[src/arp_pkg.sv]
// Package: shared constants for the ARP resolver cache.
package arp_pkg;
  localparam int TABLE_ENTRIES_DEF = 16;
  localparam logic [3:0] ST_REPLY    = 4'd0;
  localparam logic [3:0] ST_NEWREQ   = 4'd1;
  localparam logic [3:0] ST_LEARNED  = 4'd2;
  localparam logic [3:0] ST_RESOLVED = 4'd3;
  localparam logic [3:0] ST_PENDING  = 4'd4;
  localparam logic [3:0] ST_INVALID  = 4'd5;
  localparam logic [3:0] ST_NOTOURS  = 4'd6;
  localparam logic [3:0] ST_UNREQ    = 4'd7;
  localparam logic [3:0] ST_UNKNOWN  = 4'd8;
  localparam logic [3:0] ST_FLUSHED  = 4'd9;
  localparam logic [3:0] ST_RETX     = 4'd10;
  localparam logic [1:0] FN_HEADER  = 2'd0;
  localparam logic [1:0] FN_RESOLVE = 2'd1;
  localparam logic [1:0] FN_TICK    = 2'd2;
  localparam logic [1:0] OP_NONE = 2'd0;
  localparam logic [1:0] OP_REQ  = 2'd1;
  localparam logic [1:0] OP_REP  = 2'd2;
  localparam logic       CFG_LOCAL_IP  = 1'b0;
  localparam logic       CFG_LOCAL_MAC = 1'b1;
  localparam logic [47:0] MAC_BCAST = 48'hFFFF_FFFF_FFFF;
endpackage

[src/arp_resolver_cache.sv]
// Top level: ARP header check, table lookup and retransmit sequencer.
//
// Channel  Direction  Handshake               Payload
// in_      input      start & !busy           func, header fields, lookup_ip
// out_     output     out_strobe, one cycle   status, send fields, found_mac, last
// cfg_     input      cfg_valid & cfg_ready   cfg_index, cfg_data
//
// Some items are answered at once. Others scan the table one entry a cycle
// through a single 32-bit compare; a resolve does a hit scan, then an
// empty-slot scan. Each result leaves in the cycle after the cycle that
// decides it. A flush clears the other valid bits at once and reuses slot 0.
// Reset is synchronous and clears the table valid bits and control state.
// Results cannot be stalled; busy holds during work.
module arp_resolver_cache #(
  parameter int TABLE_ENTRIES = arp_pkg::TABLE_ENTRIES_DEF
) (
  input  logic        clk,
  input  logic        rst_n,
  input  logic        start,
  output logic        busy,
  input  logic [1:0]  in_func,
  input  logic [15:0] in_arp_opcode,
  input  logic [15:0] in_hw_type,
  input  logic [15:0] in_proto_type,
  input  logic [7:0]  in_hw_len,
  input  logic [7:0]  in_proto_len,
  input  logic [31:0] in_sender_ip,
  input  logic [47:0] in_sender_mac,
  input  logic [31:0] in_target_ip,
  input  logic [31:0] in_lookup_ip,
  input  logic        cfg_valid,
  output logic        cfg_ready,
  input  logic        cfg_index,
  input  logic [47:0] cfg_data,
  output logic        out_strobe,
  output logic [3:0]  out_status,
  output logic        out_send_packet,
  output logic [1:0]  out_send_opcode,
  output logic [47:0] out_send_dest_mac,
  output logic [47:0] out_send_target_mac,
  output logic [31:0] out_send_target_ip,
  output logic [47:0] out_found_mac,
  output logic        out_last
);
  localparam int IW = (TABLE_ENTRIES > 1) ? $clog2(TABLE_ENTRIES) : 1;
  localparam int CW = $clog2(TABLE_ENTRIES + 1);
  localparam logic [CW-1:0] LAST_IDX = CW'(TABLE_ENTRIES - 1);

  localparam logic [2:0] S_IDLE  = 3'd0;
  localparam logic [2:0] S_HIT   = 3'd1;
  localparam logic [2:0] S_EMPTY = 3'd2;
  localparam logic [2:0] S_TICK  = 3'd3;
  localparam logic [2:0] S_RD    = 3'd4;
  localparam logic [2:0] S_LEARN = 3'd5;

  logic [2:0]  state_r, state_nxt;
  logic [CW-1:0] idx_r, idx_nxt;
  logic [31:0] local_ip_r;
  logic [47:0] local_mac_r;
  logic [31:0] key_r;
  logic [47:0] smac_r;
  logic        learn_r;
  logic        pend_r, pend_nxt;
  logic [CW-1:0] n_r, n_nxt;
  logic        armed_r, armed_nxt;
  logic [31:0] addr_r [TABLE_ENTRIES];
  logic [TABLE_ENTRIES-1:0] used_r, ready_r;
  logic [IW-1:0] cur;
  logic [31:0] cur_addr;
  logic        match, is_last;

  logic        we;
  logic [IW-1:0] waddr, raddr;
  logic [47:0] rdata;

  arp_ram #(.WIDTH(48), .DEPTH(TABLE_ENTRIES)) u_mac (
    .clk(clk), .we(we), .waddr(waddr), .wdata(smac_r),
    .raddr(raddr), .rdata(rdata)
  );

  assign cfg_ready = (state_r == S_IDLE) && !start;
  assign busy = (state_r != S_IDLE);
  assign cur = idx_r[IW-1:0];
  assign cur_addr = used_r[cur] ? addr_r[cur] : 32'd0;
  assign match = (cur_addr == key_r);
  assign is_last = (idx_r == LAST_IDX);
  assign raddr = cur;
  assign we = (state_r == S_LEARN);
  assign waddr = cur;

  always_ff @(posedge clk) begin
    if (!rst_n) begin
      local_ip_r <= '0;
      local_mac_r <= '0;
    end else if (cfg_valid && cfg_ready) begin
      if (cfg_index == arp_pkg::CFG_LOCAL_IP) begin
        local_ip_r <= cfg_data[31:0];
      end else begin
        local_mac_r <= cfg_data;
      end
    end
  end

  logic        o_stb;
  logic [3:0]  o_st;
  logic [1:0]  o_op;
  logic [31:0] o_ip;
  logic [47:0] o_mac, o_found;
  logic        o_last;
  logic        set_entry, flush, mark_ready;

  always_comb begin
    state_nxt = state_r;
    idx_nxt = idx_r;
    pend_nxt = pend_r;
    n_nxt = n_r;
    armed_nxt = armed_r;
    o_stb = 1'b0;
    o_st = arp_pkg::ST_INVALID;
    o_op = arp_pkg::OP_NONE;
    o_ip = '0;
    o_mac = '0;
    o_found = '0;
    o_last = 1'b1;
    set_entry = 1'b0;
    flush = 1'b0;
    mark_ready = 1'b0;
    case (state_r)
      S_IDLE: begin
        if (start) begin
          idx_nxt = '0;
          case (in_func)
            arp_pkg::FN_HEADER: begin
              if (in_arp_opcode != 16'd1 && in_arp_opcode != 16'd2) begin
                o_stb = 1'b1; o_st = arp_pkg::ST_UNKNOWN;
              end else if (in_hw_type != 16'd1 || in_proto_type != 16'h0800 ||
                           in_hw_len != 8'd6 || in_proto_len != 8'd4) begin
                o_stb = 1'b1; o_st = arp_pkg::ST_INVALID;
              end else if (in_target_ip != local_ip_r) begin
                o_stb = 1'b1; o_st = arp_pkg::ST_NOTOURS;
              end else if (in_arp_opcode == 16'd1) begin
                o_stb = 1'b1; o_st = arp_pkg::ST_REPLY; o_op = arp_pkg::OP_REP;
                o_ip = in_sender_ip; o_mac = in_sender_mac;
              end else if (in_sender_ip == 32'd0) begin
                o_stb = 1'b1; o_st = arp_pkg::ST_UNREQ;
              end else begin
                state_nxt = S_HIT;
              end
            end
            arp_pkg::FN_RESOLVE: begin
              if (in_lookup_ip == 32'd0) begin
                o_stb = 1'b1; o_st = arp_pkg::ST_INVALID;
              end else begin
                state_nxt = S_HIT;
              end
            end
            arp_pkg::FN_TICK: begin
              if (!armed_r) begin
                o_stb = 1'b1; o_st = arp_pkg::ST_RETX;
              end else begin
                armed_nxt = 1'b0; pend_nxt = 1'b0; n_nxt = '0;
                state_nxt = S_TICK;
              end
            end
            default: begin
              o_stb = 1'b1; o_st = arp_pkg::ST_INVALID;
            end
          endcase
        end
      end
      S_HIT: begin
        if (match) begin
          if (learn_r) state_nxt = S_LEARN;
          else state_nxt = S_RD;
        end else if (is_last) begin
          if (learn_r) begin
            o_stb = 1'b1; o_st = arp_pkg::ST_UNREQ; state_nxt = S_IDLE;
          end else begin
            idx_nxt = '0; state_nxt = S_EMPTY;
          end
        end else begin
          idx_nxt = idx_r + 1'b1;
        end
      end
      S_LEARN: begin
        mark_ready = 1'b1;
        o_stb = 1'b1; o_st = arp_pkg::ST_LEARNED; state_nxt = S_IDLE;
      end
      S_RD: begin
        o_stb = 1'b1;
        if (ready_r[cur]) begin
          o_st = arp_pkg::ST_RESOLVED; o_found = rdata;
        end else begin
          o_st = arp_pkg::ST_PENDING;
        end
        state_nxt = S_IDLE;
      end
      S_EMPTY: begin
        if (!used_r[cur] || is_last) begin
          o_stb = 1'b1; o_op = arp_pkg::OP_REQ; o_mac = arp_pkg::MAC_BCAST;
          o_ip = key_r; armed_nxt = 1'b1; set_entry = 1'b1;
          if (used_r[cur]) begin
            flush = 1'b1; o_st = arp_pkg::ST_FLUSHED;
          end else begin
            o_st = arp_pkg::ST_NEWREQ;
          end
          state_nxt = S_IDLE;
        end else begin
          idx_nxt = idx_r + 1'b1;
        end
      end
      S_TICK: begin
        if (used_r[cur] && !ready_r[cur]) begin
          o_stb = 1'b1; o_st = arp_pkg::ST_RETX; o_op = arp_pkg::OP_REQ;
          o_mac = arp_pkg::MAC_BCAST; o_ip = addr_r[cur];
          pend_nxt = 1'b1; n_nxt = n_r + 1'b1;
          o_last = is_last;
        end else if (is_last && n_r == '0) begin
          o_stb = 1'b1; o_st = arp_pkg::ST_RETX;
        end else if (is_last) begin
          o_stb = 1'b1; o_st = arp_pkg::ST_RETX; o_last = 1'b1;
        end
        if (o_stb && !o_last) o_stb = 1'b1;
        if (is_last) begin
          if (pend_nxt) armed_nxt = 1'b1;
          state_nxt = S_IDLE;
        end else begin
          idx_nxt = idx_r + 1'b1;
        end
      end
      default: state_nxt = S_IDLE;
    endcase
  end

  // A trailing empty slot after a last pending one would emit an extra
  // result, so lookahead flags the final pending request last and ends the scan.
  logic [TABLE_ENTRIES-1:0] pend_vec;
  logic        later_pend;
  always_comb begin
    pend_vec = used_r & ~ready_r;
    later_pend = 1'b0;
    for (int k = 0; k < TABLE_ENTRIES; k++) begin
      if (k > int'(idx_r) && pend_vec[k]) later_pend = 1'b1;
    end
  end

  logic fin_stb, fin_last;
  always_comb begin
    fin_stb = o_stb;
    fin_last = o_last;
    if (state_r == S_TICK) begin
      if (pend_vec[cur]) begin
        fin_last = !later_pend;
      end else begin
        fin_stb = is_last && (n_r == '0);
        fin_last = 1'b1;
      end
    end
  end

  always_ff @(posedge clk) begin
    if (!rst_n) begin
      state_r <= S_IDLE;
      idx_r <= '0;
      armed_r <= 1'b0;
      pend_r <= 1'b0;
      n_r <= '0;
      used_r <= '0;
      ready_r <= '0;
      out_strobe <= 1'b0;
    end else begin
      state_r <= (state_r == S_TICK && pend_vec[cur] && !later_pend) ? S_IDLE : state_nxt;
      idx_r <= idx_nxt;
      armed_r <= (state_r == S_TICK && pend_vec[cur] && !later_pend) ? 1'b1 : armed_nxt;
      pend_r <= pend_nxt;
      n_r <= n_nxt;
      out_strobe <= fin_stb;
      if (flush) begin
        used_r <= TABLE_ENTRIES'(1);
        ready_r <= '0;
      end else if (set_entry) begin
        used_r[cur] <= 1'b1;
        ready_r[cur] <= 1'b0;
      end else if (mark_ready) begin
        ready_r[cur] <= 1'b1;
      end
    end
  end

  always_ff @(posedge clk) begin
    if (state_r == S_IDLE && start) begin
      key_r <= (in_func == arp_pkg::FN_HEADER) ? in_sender_ip : in_lookup_ip;
      smac_r <= in_sender_mac;
      learn_r <= (in_func == arp_pkg::FN_HEADER);
    end
    if (set_entry) begin
      addr_r[flush ? IW'(0) : cur] <= key_r;
    end
    out_status <= o_st;
    out_send_packet <= (o_op != arp_pkg::OP_NONE);
    out_send_opcode <= o_op;
    out_send_dest_mac <= o_mac;
    out_send_target_mac <= (o_op == arp_pkg::OP_REP) ? o_mac : 48'd0;
    out_send_target_ip <= o_ip;
    out_found_mac <= o_found;
    out_last <= fin_last;
  end
endmodule

module arp_ram #(
  parameter int WIDTH = 48,
  parameter int DEPTH = 16
) (
  input  logic                clk,
  input  logic                we,
  input  logic [((DEPTH > 1) ? $clog2(DEPTH) : 1)-1:0] waddr,
  input  logic [WIDTH-1:0]    wdata,
  input  logic [((DEPTH > 1) ? $clog2(DEPTH) : 1)-1:0] raddr,
  output logic [WIDTH-1:0]    rdata
);
  logic [WIDTH-1:0] mem_r [DEPTH];

  always_ff @(posedge clk) begin
    if (we) begin
      mem_r[waddr] <= wdata;
    end
    rdata <= mem_r[raddr];
  end
endmodule
[config.mk]
export PLATFORM = sky130hd
export DESIGN_NAME = arp_resolver_cache
export DESIGN_NICKNAME = d
export VERILOG_FILES = /design/src/arp_pkg.sv /design/src/arp_resolver_cache.sv
export SDC_FILE = /design/constraint.sdc
export NUM_CORES = 2
export LEC_CHECK = 0
export BUFFER_PORTS_ARGS = -buffer_cell sky130_fd_sc_hd__buf_4
export CAP_MARGIN = 40
export CELL_PAD_IN_SITES_DETAIL_PLACEMENT = 0
export CELL_PAD_IN_SITES_GLOBAL_PLACEMENT = 1
export CORE_MARGIN = 1.5
export CORE_UTILIZATION = 52
export CTS_CLUSTER_DIAMETER = 50
export DETAILED_ROUTE_END_ITERATION = 6
export MAX_ROUTING_LAYER = met4
export PLACE_DENSITY_LB_ADDON = 0.1
export SYNTH_ARGS = -nofsm -noshare
export SYNTH_HDL_FRONTEND = slang
export SYNTH_SLANG_ARGS = --single-unit
[constraint.sdc]
create_clock -name clk -period 6.7 [get_ports clk]
set_clock_uncertainty 0.05 [all_clocks]
set_input_delay 0.67 -clock clk [delete_from_list [all_inputs] [get_ports clk]]
set_output_delay 0.67 -clock clk [all_outputs]
set_load 0.01 [all_outputs]
==> flow_metrics.tcl <==
set metrics [dict create \
    holdPathEnd "smac_r[45]" \
    synth_warnings 0 \
    drive_gt1_share_pct 30.6 \
    yosysTopAreaCellShare_pct 64.7 \
    drt_iter0_markers 2974 \
    grt_pass1_vias 34800 \
    syn_inst 3355 \
    dpl_cell_area_um2 69100 \
    setup_viol 0 \
    yosys-top-cells-count "edfxtp_1, mux4_2, dfxtp_1" \
    core-area_um2 120000 \
    root_buffer "clkbuf_16" \
    ys_top_cells_by_area "edfxtp_1, mux4_2, dfxtp_1" \
    cp_max_fo 23 \
    routedWlPerCell_um 27.1 \
    cts.clk_slew.worst_paths_ns 0.06 \
    area_delta_synth_final_pct 19.1 \
    fmax_mhz 205 \
    post_cts_buffers 0 \
    final-max-slew-violation-count 0 \
    clk-insertion-delay-late_ns 0.77 \
    worstRegToRegCells 12 \
    p_leak_nw 25.0 \
    cts_buffer_depth 3 \
    synth.most_common_cell "edfxtp_1" \
    hold-path-cell-count 1 \
    die_y_um 352 \
    slew_headroom_pct 22.7 \
    max-cap-violations 0 \
    synth_nets 3628 \
    drc 0 \
    period_share_pct 73.0 \
    end_kind "flip-flop" \
    period_needed_ns 4.89 \
    cts-htree-levels 4 \
    dp_hpwl_mm 91.8 \
    track_usage_pct 26.0 \
    row_count 127 \
    drtPass1Iterations 6 \
    status "finished clean" \
    ys_async_sr_fraction_pct 0 \
    final_cell_area_um2 75200 \
    ys_ff_latch 1677 \
    hold_viol 0 \
    ir_worst_vdd_mv 0.276 \
    min_from "in_sender_mac[45]" \
    ctsResizeCount 0 \
    grt_first_pass_wirelength_mm 227 \
    avgSynthCellArea_um2 18.8 \
    setup-tns-final_ns 0 \
    final_nets 4195 \
    hold_path_class "in2reg" \
    portBuffers 433 \
    cts_hold_buf 28 \
    worstSetupStartpointType "flip-flop" \
    grt_max_degree 161 \
    ys_types 87 \
    place_congestion 0.870 \
    synth_top_cell_by_area "edfxtp_1" \
    yosysSeqAreaShare_pct 74.7 \
    dr_total_vias 33600 \
    cts_tree "yes" \
    cp_data_required_time_ns 7.30 \
    netlist_area_um2 63200 \
    synthFlopType "edfxtp_1" \
    numCtsBuffers 175 \
    synth-edff-count 1361 \
    antenna_found_initial 4 \
    die_w_um 352 \
    antenna_left 0 \
    wirelength_mm 154 \
    clock_sinks 1677 \
    overflow 0 \
    start_util_pct 52.5 \
    setup.worst_path.class "reg2reg" \
    arrival_ns 5.49 \
    rsz0062_at_grt "no" \
    worst_slew_pin_slew_ns 1.16 \
    power_density_nw_per_um2 320 \
    post_drt_via_cell_ratio 5.90 \
    reg2reg_slack_ns 1.81 \
    ios 450 \
    die_area_um2 124000 \
]
[cells in the final DEF, fill, tap and decap left out, types with 12 or more instances in the layout]
cell type,count
clkinvlp_4,12
bufinv_16,12
a21boi_0,37
clkbuf_1,44
clkbuf_8,21
o21ai_0,53
dlygate4sd3_1,28
a21oi_1,39
nand2_1,160
mux2i_1,99
a31oi_1,15
clkinv_2,24
nor4_1,32
buf_4,505
inv_1,25
nor2b_1,14
buf_16,15
clkbuf_16,181
nor2_4,25
o22ai_1,14
a22oi_1,67
and2_1,102
dfxtp_1,309
xnor2_1,39
mux2_2,46
nand2b_1,69
mux4_2,328
inv_6,12
nor2_1,80
edfxtp_1,1361
nand4_1,28
nand3_1,26
nor3_1,13
[sequential cells by signal, summed over array words and instances (netlist names), 5 cells and up, named ones only]
name and cells:
addr_r 512, idx_r 5, key_r 32, local_ip_r 32, n_r 5, out_found_mac 48
out_send_dest_mac 48, out_send_target_ip 32, out_send_target_mac 48, smac_r 48, u_mac.mem_r 768, u_mac.rdata 48
used_r 16
[how the worst max path moves through the flow]
stage / startpoint / end / slack (ns) / cells after the start
after floorplan: idx_r[1] / u_mac.mem_r[0][0] / 1.14 / 8
after global placement: idx_r[1] / flip-flop / 1.61 / 10
after detailed placement: flip-flop / flip-flop / 1.88 / 12
after CTS: flip-flop / flip-flop / 1.85 / 12
after global routing: flip-flop / flip-flop / 1.63 / 12
final: flip-flop / flip-flop / 1.81 / 12
[cell families (layout without fill, tap and decap cells)]
| family | count (synthesis) | in the layout | synth area share, % |
|---|---|---|---|
| DFF | 1677 | 1677 | 74.7 |
| xor gates and xnor gates | 46 | 46 | 0.638 |
| other | 0 | 1 | 0 |
| adders and majority gates | 10 | 10 | 0.198 |
| and+or+nand+nor | 625 | 625 | 5.22 |
| buffers and inverters | 197 | 915 | 1.53 |
| muxes | 476 | 476 | 14.1 |
| AOI/OAI and AO/OA | 324 | 324 | 3.60 |
[metrics by stage]
step	setup slack, ns	instances	total power [mW]	utilization, %	hold WS [ns]
after floorplan	1.14	3355	13.7	-	0.356
after global placement	1.61	5303	14.5	57.0	0.365
after detailed placement	1.88	5329	14.6	57.4	0.363
after CTS	1.85	5685	24.3	62.5	0.00118
after global routing	1.63	5685	24.9	62.5	0.00581
final	1.81	5686	24.1	62.5	0.0493
[per-layer routing]
layer	up-vias	share of wire [%]	global-route usage [%]
met4	0	2.2	7.10
met5	-	0	-
li1	14600	-	-
met3	225	5.8	3.64
met1	17600	42	34.6
met2	1191	50	42.3
[final cells by class]
cell class              instances  area, um2
clock buffers                 246       4980
flip-flops and latches       1677      47200
multi-input cells            1481      15300
clock inverters                82        891
diodes                          1       2.50
repair buffers                562       4710
inverters                      25       93.8
fillers                      8525      45100
well taps                    1612       2020
[where the power goes]
part	internal, mW	switching, mW	leakage (nW)
registers	11.9	0.581	14.9
logic	0.895	0.988	7.26
clock network	5.70	3.99	2.85
total	18.5	5.56	25.0
[worst max-delay path, cell delays in order, from the launching register on]
cell and delay (ns):
dfxtp_1 0.70, buf_4 0.32, buf_4 0.35, mux4_2 0.35, mux2_2 0.29, o221ai_2 0.31, a21oi_1 0.13, o311ai_0 0.42
o2111ai_1 0.37, nor4_4 0.68, a31oi_2 0.31, and4b_1 0.29, o21a_1 0.17
(Power assumes the default switching activity.)
